$ cat src/design/aqi_pkg.sv
// aqi_pkg: item types, breakpoint tables, datapath command/status structs and the
// band function for the air quality index calculator.
// No dependencies.
package aqi_pkg;

	localparam int PM_ROWS  = 7;
	localparam int CO2_ROWS = 9;

	localparam int IDX_W  = 9;   // index width
	localparam int QUOT_W = 9;   // divider quotient bits, one per step
	localparam int NUM_W  = 19;  // interpolation numerator
	localparam int DEN_W  = 12;  // interpolation denominator
	localparam int OFF_W  = 13;  // signed offset into a row
	localparam int AR_W   = 7;   // index span of a row
	localparam int BASE_W = 18;  // den * lower index
	localparam int CNT_W  = $clog2(QUOT_W);

	localparam logic [IDX_W-1:0] PM_ABOVE  = 9'd500;
	localparam logic [IDX_W-1:0] CO2_ABOVE = 9'd400;

	localparam logic [2:0] LEVEL_GOOD      = 3'd0;
	localparam logic [2:0] LEVEL_MODERATE  = 3'd1;
	localparam logic [2:0] LEVEL_SENSITIVE = 3'd2;
	localparam logic [2:0] LEVEL_UNHEALTHY = 3'd3;
	localparam logic [2:0] LEVEL_VERY_BAD  = 3'd4;
	localparam logic [2:0] LEVEL_HAZARDOUS = 3'd5;

	typedef struct packed {
		logic [13:0] c_lo;
		logic [13:0] c_hi;
		logic [8:0]  a_lo;
		logic [8:0]  a_hi;
	} row_t;

	localparam row_t PM_TAB [PM_ROWS] = '{
		'{14'd0,   14'd12,  9'd0,   9'd50},
		'{14'd13,  14'd35,  9'd51,  9'd100},
		'{14'd36,  14'd55,  9'd101, 9'd150},
		'{14'd56,  14'd150, 9'd151, 9'd200},
		'{14'd151, 14'd250, 9'd201, 9'd300},
		'{14'd251, 14'd350, 9'd301, 9'd400},
		'{14'd351, 14'd500, 9'd401, 9'd500}
	};

	localparam row_t CO2_TAB [CO2_ROWS] = '{
		'{14'd0,    14'd400,   9'd0,   9'd0},
		'{14'd401,  14'd1000,  9'd0,   9'd30},
		'{14'd1001, 14'd1500,  9'd31,  9'd50},
		'{14'd1501, 14'd2000,  9'd51,  9'd80},
		'{14'd2001, 14'd3000,  9'd81,  9'd100},
		'{14'd3001, 14'd4000,  9'd101, 9'd150},
		'{14'd4001, 14'd5000,  9'd151, 9'd200},
		'{14'd5001, 14'd6000,  9'd201, 9'd300},
		'{14'd6001, 14'd10000, 9'd301, 9'd400}
	};

	typedef struct packed {
		logic        req_type;
		logic [15:0] co2_ppm;
		logic [15:0] pm25_ugm3;
		logic [15:0] pm10_ugm3;
	} req_item_t;

	typedef struct packed {
		logic [8:0] overall_aqi;
		logic [2:0] overall_level;
		logic [8:0] pm_index;
		logic [8:0] co2_index;
	} rsp_item_t;

	typedef enum logic [1:0] {
		SEL_CO2,
		SEL_PM25,
		SEL_PM10
	} sel_t;

	typedef struct packed {
		logic load;
		logic find;
		sel_t sel;
		logic mul;
		logic step;
		logic save_a;
		logic commit;
	} dp_cmd_t;

	typedef struct packed {
		logic kind;
	} dp_sts_t;

	function automatic logic [2:0] band(input logic [IDX_W-1:0] a);
		logic [2:0] lvl;
		if (a <= 9'd50)       lvl = LEVEL_GOOD;
		else if (a <= 9'd100) lvl = LEVEL_MODERATE;
		else if (a <= 9'd150) lvl = LEVEL_SENSITIVE;
		else if (a <= 9'd200) lvl = LEVEL_UNHEALTHY;
		else if (a <= 9'd300) lvl = LEVEL_VERY_BAD;
		else                  lvl = LEVEL_HAZARDOUS;
		return lvl;
	endfunction

endpackage

$ cat src/design/aqi_ctrl.sv
// aqi_ctrl: sequencer for the index calculator; drives the datapath commands.
// Depends on aqi_pkg.
module aqi_ctrl (
	input  logic              clk,
	input  logic              arst_n,
	input  logic              req_valid,
	output logic              req_ready,
	output logic              rsp_valid,
	input  logic              rsp_ready,
	input  aqi_pkg::dp_sts_t  sts,
	output aqi_pkg::dp_cmd_t  cmd
);

	typedef enum logic [2:0] {
		ST_IDLE,
		ST_FIND,
		ST_MUL,
		ST_DIV,
		ST_SAVE,
		ST_COMMIT
	} state_t;

	state_t                     state_q;
	logic                       pass_q;
	logic [aqi_pkg::CNT_W-1:0]  cnt_q;
	logic                       valid_q;
	logic                       slot_free;

	assign req_ready = (state_q == ST_IDLE);
	assign rsp_valid = valid_q;
	assign slot_free = !valid_q || rsp_ready;

	always_comb begin
		cmd = '0;
		cmd.sel = aqi_pkg::SEL_CO2;
		case (state_q)
			ST_IDLE:   cmd.load = req_valid;
			ST_FIND: begin
				cmd.find = 1'b1;
				if (!sts.kind)
					cmd.sel = aqi_pkg::SEL_CO2;
				else if (pass_q)
					cmd.sel = aqi_pkg::SEL_PM10;
				else
					cmd.sel = aqi_pkg::SEL_PM25;
			end
			ST_MUL:    cmd.mul = 1'b1;
			ST_DIV:    cmd.step = 1'b1;
			ST_SAVE:   cmd.save_a = 1'b1;
			ST_COMMIT: cmd.commit = slot_free;
			default:   cmd = '0;
		endcase
	end

	always_ff @(posedge clk or negedge arst_n) begin
		if (!arst_n) begin
			state_q <= ST_IDLE;
			pass_q  <= 1'b0;
			cnt_q   <= '0;
			valid_q <= 1'b0;
		end else begin
			valid_q <= cmd.commit || (valid_q && !rsp_ready);
			case (state_q)
				ST_IDLE: begin
					pass_q <= 1'b0;
					if (req_valid)
						state_q <= ST_FIND;
				end
				ST_FIND:   state_q <= ST_MUL;
				ST_MUL: begin
					cnt_q   <= '0;
					state_q <= ST_DIV;
				end
				ST_DIV: begin
					cnt_q <= cnt_q + 1'b1;
					if (cnt_q == aqi_pkg::CNT_W'(aqi_pkg::QUOT_W - 1)) begin
						if (sts.kind && !pass_q)
							state_q <= ST_SAVE;
						else
							state_q <= ST_COMMIT;
					end
				end
				ST_SAVE: begin
					pass_q  <= 1'b1;
					state_q <= ST_FIND;
				end
				ST_COMMIT: begin
					if (slot_free)
						state_q <= ST_IDLE;
				end
				default:   state_q <= ST_IDLE;
			endcase
		end
	end

endmodule

$ cat src/design/aqi_dp.sv
// aqi_dp: row lookup, interpolation multiply, bit-serial divider, stored indices
// and result register of the index calculator.
// Depends on aqi_pkg.
module aqi_dp (
	input  logic               clk,
	input  logic               arst_n,
	input  aqi_pkg::dp_cmd_t   cmd,
	output aqi_pkg::dp_sts_t   sts,
	input  aqi_pkg::req_item_t req,
	output aqi_pkg::rsp_item_t rsp
);

	aqi_pkg::req_item_t item_q;

	// row lookup
	logic [15:0]                  x;
	logic [16:0]                  v;
	logic                         den3;
	logic                         found;
	logic [16:0]                  sel_clo;
	logic [aqi_pkg::DEN_W-1:0]    sel_d;
	logic [aqi_pkg::BASE_W-1:0]   sel_base;
	logic [aqi_pkg::AR_W-1:0]     sel_ar;
	logic [aqi_pkg::IDX_W-1:0]    sel_alo;
	logic signed [17:0]           off_full;

	logic signed [aqi_pkg::OFF_W-1:0]  off_s1;
	logic [aqi_pkg::DEN_W-1:0]         d_s1;
	logic [aqi_pkg::BASE_W-1:0]        base_s1;
	logic [aqi_pkg::AR_W-1:0]          ar_s1;
	logic [aqi_pkg::IDX_W-1:0]         alo_s1;
	logic                              above_s1;

	// divider
	logic signed [20:0]                prod;
	logic signed [20:0]                num;
	logic [aqi_pkg::NUM_W-1:0]         rem_q;
	logic [aqi_pkg::DEN_W+aqi_pkg::QUOT_W-2:0] dsh_q;
	logic [aqi_pkg::QUOT_W-1:0]        quot_q;
	logic                              fits;

	logic [9:0]                        sum;
	logic [aqi_pkg::IDX_W-1:0]         res;
	logic [aqi_pkg::IDX_W-1:0]         pm_a_q;
	logic [aqi_pkg::IDX_W-1:0]         pm_b_max;
	logic [aqi_pkg::IDX_W-1:0]         last_pm_q;
	logic [aqi_pkg::IDX_W-1:0]         last_co2_q;
	logic [aqi_pkg::IDX_W-1:0]         next_pm;
	logic [aqi_pkg::IDX_W-1:0]         next_co2;
	logic [aqi_pkg::IDX_W-1:0]         overall;
	aqi_pkg::rsp_item_t                rsp_q;

	assign sts.kind = item_q.req_type;
	assign rsp      = rsp_q;

	always_comb begin
		case (cmd.sel)
			aqi_pkg::SEL_CO2:  x = item_q.co2_ppm;
			aqi_pkg::SEL_PM25: x = item_q.pm25_ugm3;
			aqi_pkg::SEL_PM10: x = item_q.pm10_ugm3;
			default:           x = item_q.co2_ppm;
		endcase
		den3 = (cmd.sel == aqi_pkg::SEL_PM10);
		v    = den3 ? {x, 1'b0} : {1'b0, x};

		found    = 1'b0;
		sel_clo  = '0;
		sel_d    = aqi_pkg::DEN_W'(1);
		sel_base = '0;
		sel_ar   = '0;
		sel_alo  = '0;
		// scan downwards so the lowest matching row wins
		if (cmd.sel == aqi_pkg::SEL_CO2) begin
			for (int i = aqi_pkg::CO2_ROWS - 1; i >= 0; i--) begin
				if (v <= 17'(aqi_pkg::CO2_TAB[i].c_hi)) begin
					found    = 1'b1;
					sel_clo  = 17'(aqi_pkg::CO2_TAB[i].c_lo);
					sel_d    = aqi_pkg::DEN_W'(aqi_pkg::CO2_TAB[i].c_hi
					           - aqi_pkg::CO2_TAB[i].c_lo);
					sel_base = '0;
					sel_ar   = aqi_pkg::AR_W'(aqi_pkg::CO2_TAB[i].a_hi
					           - aqi_pkg::CO2_TAB[i].a_lo);
					sel_alo  = aqi_pkg::CO2_TAB[i].a_lo;
				end
			end
		end else begin
			for (int i = aqi_pkg::PM_ROWS - 1; i >= 0; i--) begin
				if (v <= (den3 ? 17'(3 * aqi_pkg::PM_TAB[i].c_hi)
				               : 17'(aqi_pkg::PM_TAB[i].c_hi))) begin
					found    = 1'b1;
					sel_clo  = den3 ? 17'(3 * aqi_pkg::PM_TAB[i].c_lo)
					                : 17'(aqi_pkg::PM_TAB[i].c_lo);
					sel_d    = den3 ? aqi_pkg::DEN_W'(3 * (aqi_pkg::PM_TAB[i].c_hi
					                  - aqi_pkg::PM_TAB[i].c_lo))
					                : aqi_pkg::DEN_W'(aqi_pkg::PM_TAB[i].c_hi
					                  - aqi_pkg::PM_TAB[i].c_lo);
					sel_base = den3 ? aqi_pkg::BASE_W'(3 * (aqi_pkg::PM_TAB[i].c_hi
					                  - aqi_pkg::PM_TAB[i].c_lo) * aqi_pkg::PM_TAB[i].a_lo)
					                : aqi_pkg::BASE_W'((aqi_pkg::PM_TAB[i].c_hi
					                  - aqi_pkg::PM_TAB[i].c_lo) * aqi_pkg::PM_TAB[i].a_lo);
					sel_ar   = aqi_pkg::AR_W'(aqi_pkg::PM_TAB[i].a_hi
					           - aqi_pkg::PM_TAB[i].a_lo);
					sel_alo  = '0;
				end
			end
		end
		off_full = $signed({1'b0, v}) - $signed({1'b0, sel_clo});
	end

	always_comb begin
		prod = 21'(off_s1 * $signed({1'b0, ar_s1}));
		num  = $signed({3'b000, base_s1}) + prod;
		fits = ({1'b0, rem_q} >= dsh_q);
		sum  = {1'b0, alo_s1} + {1'b0, quot_q};
		if (above_s1)
			res = item_q.req_type ? aqi_pkg::PM_ABOVE : aqi_pkg::CO2_ABOVE;
		else
			res = sum[aqi_pkg::IDX_W-1:0];
		pm_b_max = (pm_a_q > res) ? pm_a_q : res;
		next_pm  = item_q.req_type ? pm_b_max : last_pm_q;
		next_co2 = item_q.req_type ? last_co2_q : res;
		overall  = (next_pm > next_co2) ? next_pm : next_co2;
	end

	always_ff @(posedge clk) begin
		if (cmd.load)
			item_q <= req;
		if (cmd.find) begin
			off_s1   <= off_full[aqi_pkg::OFF_W-1:0];
			d_s1     <= sel_d;
			base_s1  <= sel_base;
			ar_s1    <= sel_ar;
			alo_s1   <= sel_alo;
			above_s1 <= !found;
		end
		if (cmd.mul) begin
			rem_q  <= num[20] ? '0 : num[aqi_pkg::NUM_W-1:0];
			dsh_q  <= {d_s1, {(aqi_pkg::QUOT_W-1){1'b0}}};
			quot_q <= '0;
		end else if (cmd.step) begin
			if (fits)
				rem_q <= aqi_pkg::NUM_W'({1'b0, rem_q} - dsh_q);
			quot_q <= {quot_q[aqi_pkg::QUOT_W-2:0], fits};
			dsh_q  <= dsh_q >> 1;
		end
		if (cmd.save_a)
			pm_a_q <= res;
		if (cmd.commit) begin
			rsp_q.overall_aqi   <= overall;
			rsp_q.overall_level <= aqi_pkg::band(overall);
			rsp_q.pm_index      <= next_pm;
			rsp_q.co2_index     <= next_co2;
		end
	end

	always_ff @(posedge clk or negedge arst_n) begin
		if (!arst_n) begin
			last_pm_q  <= '0;
			last_co2_q <= '0;
		end else if (cmd.commit) begin
			last_pm_q  <= next_pm;
			last_co2_q <= next_co2;
		end
	end

endmodule

$ cat src/design/air_quality_index_calculator.sv
// Air quality index calculator: one item in, one result item out. Each sub-index
// takes a table lookup, a multiply and the shared restoring divider, a
// particulate item adds a step to hold the PM2.5 index, and a commit writes the
// result register. The block takes one item at a time; a finished result waits
// in the output register while the next item is accepted, and the next result
// is written only once that register is free. Stored indices clear to zero on
// reset.
// Depends on aqi_pkg, aqi_ctrl and aqi_dp.
module air_quality_index_calculator (
	input  logic               clk,
	input  logic               arst_n,
	input  logic               req_valid,
	output logic               req_ready,
	input  aqi_pkg::req_item_t req,
	output logic               rsp_valid,
	input  logic               rsp_ready,
	output aqi_pkg::rsp_item_t rsp
);

	aqi_pkg::dp_cmd_t cmd;
	aqi_pkg::dp_sts_t sts;

	aqi_ctrl u_ctrl (
		.clk       (clk),
		.arst_n    (arst_n),
		.req_valid (req_valid),
		.req_ready (req_ready),
		.rsp_valid (rsp_valid),
		.rsp_ready (rsp_ready),
		.sts       (sts),
		.cmd       (cmd)
	);

	aqi_dp u_dp (
		.clk    (clk),
		.arst_n (arst_n),
		.cmd    (cmd),
		.sts    (sts),
		.req    (req),
		.rsp    (rsp)
	);

	a_busy_after_accept: assert property (@(posedge clk) disable iff (!arst_n)
		req_valid && req_ready |=> !req_ready)
		else $error("item accepted while previous one still in work");

	a_overall_is_max: assert property (@(posedge clk) disable iff (!arst_n)
		rsp_valid |-> (rsp.overall_aqi == ((rsp.pm_index > rsp.co2_index) ?
		               rsp.pm_index : rsp.co2_index)))
		else $error("overall index is not the larger stored index");

	a_index_range: assert property (@(posedge clk) disable iff (!arst_n)
		rsp_valid |-> (rsp.pm_index <= aqi_pkg::PM_ABOVE) &&
		              (rsp.co2_index <= aqi_pkg::CO2_ABOVE))
		else $error("index out of range");

	a_level_matches: assert property (@(posedge clk) disable iff (!arst_n)
		rsp_valid |-> (rsp.overall_level == aqi_pkg::band(rsp.overall_aqi)))
		else $error("level does not match overall index");

endmodule
$ cat config.mk
export PLATFORM = sky130hd
export DESIGN_NAME = air_quality_index_calculator
export DESIGN_NICKNAME = d
export VERILOG_FILES = /design/src/design/aqi_pkg.sv /design/src/design/aqi_ctrl.sv /design/src/design/aqi_dp.sv /design/src/design/air_quality_index_calculator.sv
export SDC_FILE = /design/constraint.sdc
export NUM_CORES = 1
export LEC_CHECK = 0
export BUFFER_PORTS_ARGS = -buffer_cell sky130_fd_sc_hd__buf_2
export CORE_AREA = 2 2 221 223
export DETAILED_ROUTE_END_ITERATION = 16
export DIE_AREA = 0 0 223 225
export GPL_TIMING_DRIVEN = 0
export HOLD_SLACK_MARGIN = 0.15
export PLACE_DENSITY = 0.56
export SKIP_LAST_GASP = 1
export SLEW_MARGIN = 10
export SYNTH_ARGS = -nofsm -noshare
export SYNTH_HDL_FRONTEND = slang
export SYNTH_HIERARCHICAL = 1
export SYNTH_SLANG_ARGS = --single-unit
$ cat constraint.sdc
create_clock -name clk -period 28.9 [get_ports clk]
set_clock_uncertainty 0.1 [all_clocks]
set_input_delay 2.89 -clock clk [delete_from_list [all_inputs] [get_ports clk]]
set_output_delay 2.89 -clock clk [all_outputs]
set_load 0.01 [all_outputs]
==> results.yml <==
run_status:
  status: "complete, no violations"
worst_setup_path:
  cp-start-kind: "flip-flop"
  critPathArrivalTime_ns: 10.62
  cp_max_fo: 18
  path_class: "reg2reg"
  cpMostUsedCell: "o21ai_0"
  r2r_setup_slack_ns: 18.44
  crit_slowest_cell: "nor3_4"
  crit_start: "u_ctrl/state_q[0]$_DFFE_PN0P_"
  r2r-start: "u_ctrl/state_q[0]$_DFFE_PN0P_"
  crit_path_end: "u_dp/off_s1[12]$_DFFE_PP_"
  reg2reg_depth: 37
  critPathRequiredTime_ns: 29.06
  cpPeakStageDelay_ns: 0.73
  endpoint_kind: "flip-flop"
  r2r_end: "u_dp/off_s1[12]$_DFFE_PP_"
timing:
  max_freq_ghz: 0.0956
  max_slew.worst_pin.slew_ns: 1.08
  setup_tns_ns: 0
  fin_crit_ns: 10.46
  setup_viol: 0
  relSlewSlack: 0.281
  hold_viol: 0
  holdWs_ns: 0.407
  grt_setup_unrepaired: "false"
  drv_slew: 0
  min_period_over_period: 0.362
route:
  drtAntennaViolNets: 0
  vias: 12700
  drt_wl_total_um: 43100
  avgRoutedWirePerCell_um: 17.7
  drc_errors: 0
  via_per_inst: 5.24
  drtIter0Drc: 817
  first_pass_iters: 5
cts:
  tritoncts: "done"
  cts_made_buffers: 26
  cts.sinks: 221
  cts_buffer_depth: 3
  cts_max_level: 1
  clockRootBuffer: "clkbuf_16"
  cts.clk_slew.worst_paths_ns: 0.06
  cts_setup_buffers: 0
  ctsHoldBuffers: 0
  clock_latency_ns: 0.55
  post_cts_resized: 0
floorplanning:
  dieArea_um2: 50200
  coreArea_um2: 47500
  rows: 80
  die_h_um: 225
  io_pins: 85
  initial_core_util: 0.348
  die_w_um: 223
grt:
  met1_usage: 0.245
  grt_max_degree: 40
  overflow: 0
  grt_pass1_vias: 12900
  antenna_found_initial: 1
  gr-usage-all-layers: 0.175
  use_met2: 0.283
  grt_pass1_wl_um: 69900
  top_usage_layer: "met2"
  groute.layer.met3.usage: 0.0209
place:
  gp_congestion: 0.961
  io_buffers: 84
  hpwl_um: 34400
synthesis:
  synth_cells: 1680
  ys.warnings.count: 6
  synthFlopType: "edfxtp_1"
  avgSynthCellArea_um2: 9.84
  synthesis.nets: 1933
  synth-edff-count: 177
  syn_area_um2: 16500
  async_reset_ff_frac: 0.122
  ys_ff_latch: 221
  ys_seq_area_frac: 0.383
  synth.distinct_cells: 88
final_layout:
  area_growth_pct: 13.0
  drive_above_1_share: 0.110
  nets: 2050
  n_antenna_cell: 0
worst_hold_path:
  hold_depth: 1
  worst_hold_path_type: "reg2reg"
job:
  cap_viol_max_count: 0
==> synth_stat cells, drive strengths merged, types with 5 or more instances <==
cell type / n / area (um^2)
buf: 24 / 118
xnor2: 28 / 245
o32ai: 7 / 61.3
mux2i: 28 / 293
nand4: 10 / 77.6
nor4: 11 / 90.1
a21oi: 122 / 614
fa: 91 / 1820
mux2: 15 / 169
a211oi: 16 / 125
o211ai: 12 / 95.1
and2: 62 / 388
dfxtp: 17 / 340
edfxtp: 177 / 5320
nor2: 134 / 515
nand2b: 20 / 125
a31oi: 15 / 93.8
a21o: 31 / 233
or2: 12 / 77.6
a22oi: 19 / 143
o21a: 16 / 120
xor2: 16 / 140
o31a: 5 / 43.8
nand2: 119 / 447
o22ai: 16 / 113
nor2b: 18 / 113
ha: 109 / 1360
dfrtp: 27 / 676
clkbuf: 29 / 109
o31ai: 8 / 60.1
and3: 11 / 68.8
nor3: 21 / 120
or3: 7 / 43.8
nand3: 31 / 155
o21bai: 8 / 60.1
inv: 220 / 826
a22o: 12 / 105
o21ai: 96 / 480
a21boi: 12 / 90.1
==> critical path: cells and delay by family, from the launching register on <==
kind | cells | cell delay (ns)
buffers and inverters | 10 | 3.33
AOI/OAI and AO/OA | 16 | 3.25
adders and majority gates | 4 | 1.51
and+or+nand+nor | 5 | 1.37
DFF | 1 | 0.31
xor gates and xnor gates | 2 | 0.28
==> state kept, by name, indices dropped and copies added, names as in the netlist, 3 cells and up <==
register and flops:
u_dp/item_q 48, u_dp/rsp 30, u_dp/dsh_q 20, u_dp/rem_q 19, u_dp/base_s1 18, u_dp/off_s1 13, u_dp/d_s1 11, u_dp/alo_s1 9
u_dp/last_co2_q 9, u_dp/last_pm_q 9, u_dp/pm_a_q 9, u_dp/quot_q 9, u_dp/ar_s1 6, u_ctrl/cnt_q 4, u_ctrl/state_q 3
==> cell usage in the layout (no fill, tap or decap), types with 12 or more instances in the layout <==
cell / count
a211oi_1: 15
a21o_1: 31
a21oi_1: 121
a22o_1: 12
a22oi_1: 19
a31oi_1: 15
and2_1: 60
buf_2: 97
clkbuf_1: 35
clkbuf_16: 27
dfrtp_1: 27
dfxtp_1: 17
edfxtp_1: 177
fa_1: 91
ha_1: 109
inv_1: 213
mux2_2: 15
mux2i_1: 27
nand2_1: 119
nand2b_1: 20
nand3_1: 31
nor2_1: 130
nor2b_1: 18
nor3_1: 18
o21a_1: 16
o21ai_0: 79
o21ai_1: 17
o22ai_1: 14
xnor2_1: 28
xor2_1: 16
==> kinds of logic (layout without fill, tap and decap cells) <==
family | after synthesis | count (layout) | share of synthesized area
DFF | 221 | 221 | 0.383
muxes | 44 | 44 | 0.0293
xor gates and xnor gates | 44 | 44 | 0.0233
AOI/OAI and AO/OA | 426 | 426 | 0.166
adders and majority gates | 200 | 200 | 0.193
and+or+nand+nor | 471 | 471 | 0.142
buffers and inverters | 274 | 411 | 0.0639
==> how the worst min path moves through the flow <==
stage,startpoint,endpoint,slack (ns)
after floorplan,u_dp/dsh_q[0]$_SDFFE_PP0P_,u_dp/dsh_q[0]$_SDFFE_PP0P_,0.36
after global placement,u_dp/last_pm_q[4]$_DFFE_PN0P_,u_dp/last_pm_q[4]$_DFFE_PN0P_,0.39
after detailed placement,u_dp/last_pm_q[4]$_DFFE_PN0P_,u_dp/last_pm_q[4]$_DFFE_PN0P_,0.39
after CTS,u_dp/last_pm_q[4]$_DFFE_PN0P_,u_dp/last_pm_q[4]$_DFFE_PN0P_,0.40
after global routing,u_dp/last_co2_q[4]$_DFFE_PN0P_,u_dp/last_co2_q[4]$_DFFE_PN0P_,0.42
final,u_dp/last_pm_q[4]$_DFFE_PN0P_,u_dp/last_pm_q[4]$_DFFE_PN0P_,0.41
==> metrics by stage <==
step / worst slack, ns / instances / area, um^2 / utilization
finish: 18.44 / 2432 / 18700 / 0.393
global route: 17.71 / 2432 / 18700 / 0.393
CTS: 18.60 / 2432 / 18700 / 0.393
detailed placement: 18.66 / 2384 / 17900 / 0.376
global placement: 15.94 / 2379 / 17700 / 0.373
floorplan: 19.32 / 1680 / 16500 / -
==> layer usage <==
layer | routed length [um] | vias up
li1 | - | 6154
met1 | 20500 | 6193
met2 | 19300 | 321
met3 | 1930 | 77
met4 | 1340 | 2
met5 | 13 | -
==> layout make-up <==
class,instances,area (um^2)
Buffer,53,226
Clock buffer,34,712
Clock inverter,14,111
Fill cell,4673,28900
Inverter,221,830
Multi-Input combinational cell,1185,9170
Sequential cell,221,6330
Tap cell,615,769
Timing Repair Buffer,89,531
Power is not shown: default switching activity piles up to over one toggle a cycle in this logic, so the estimate is an artifact.
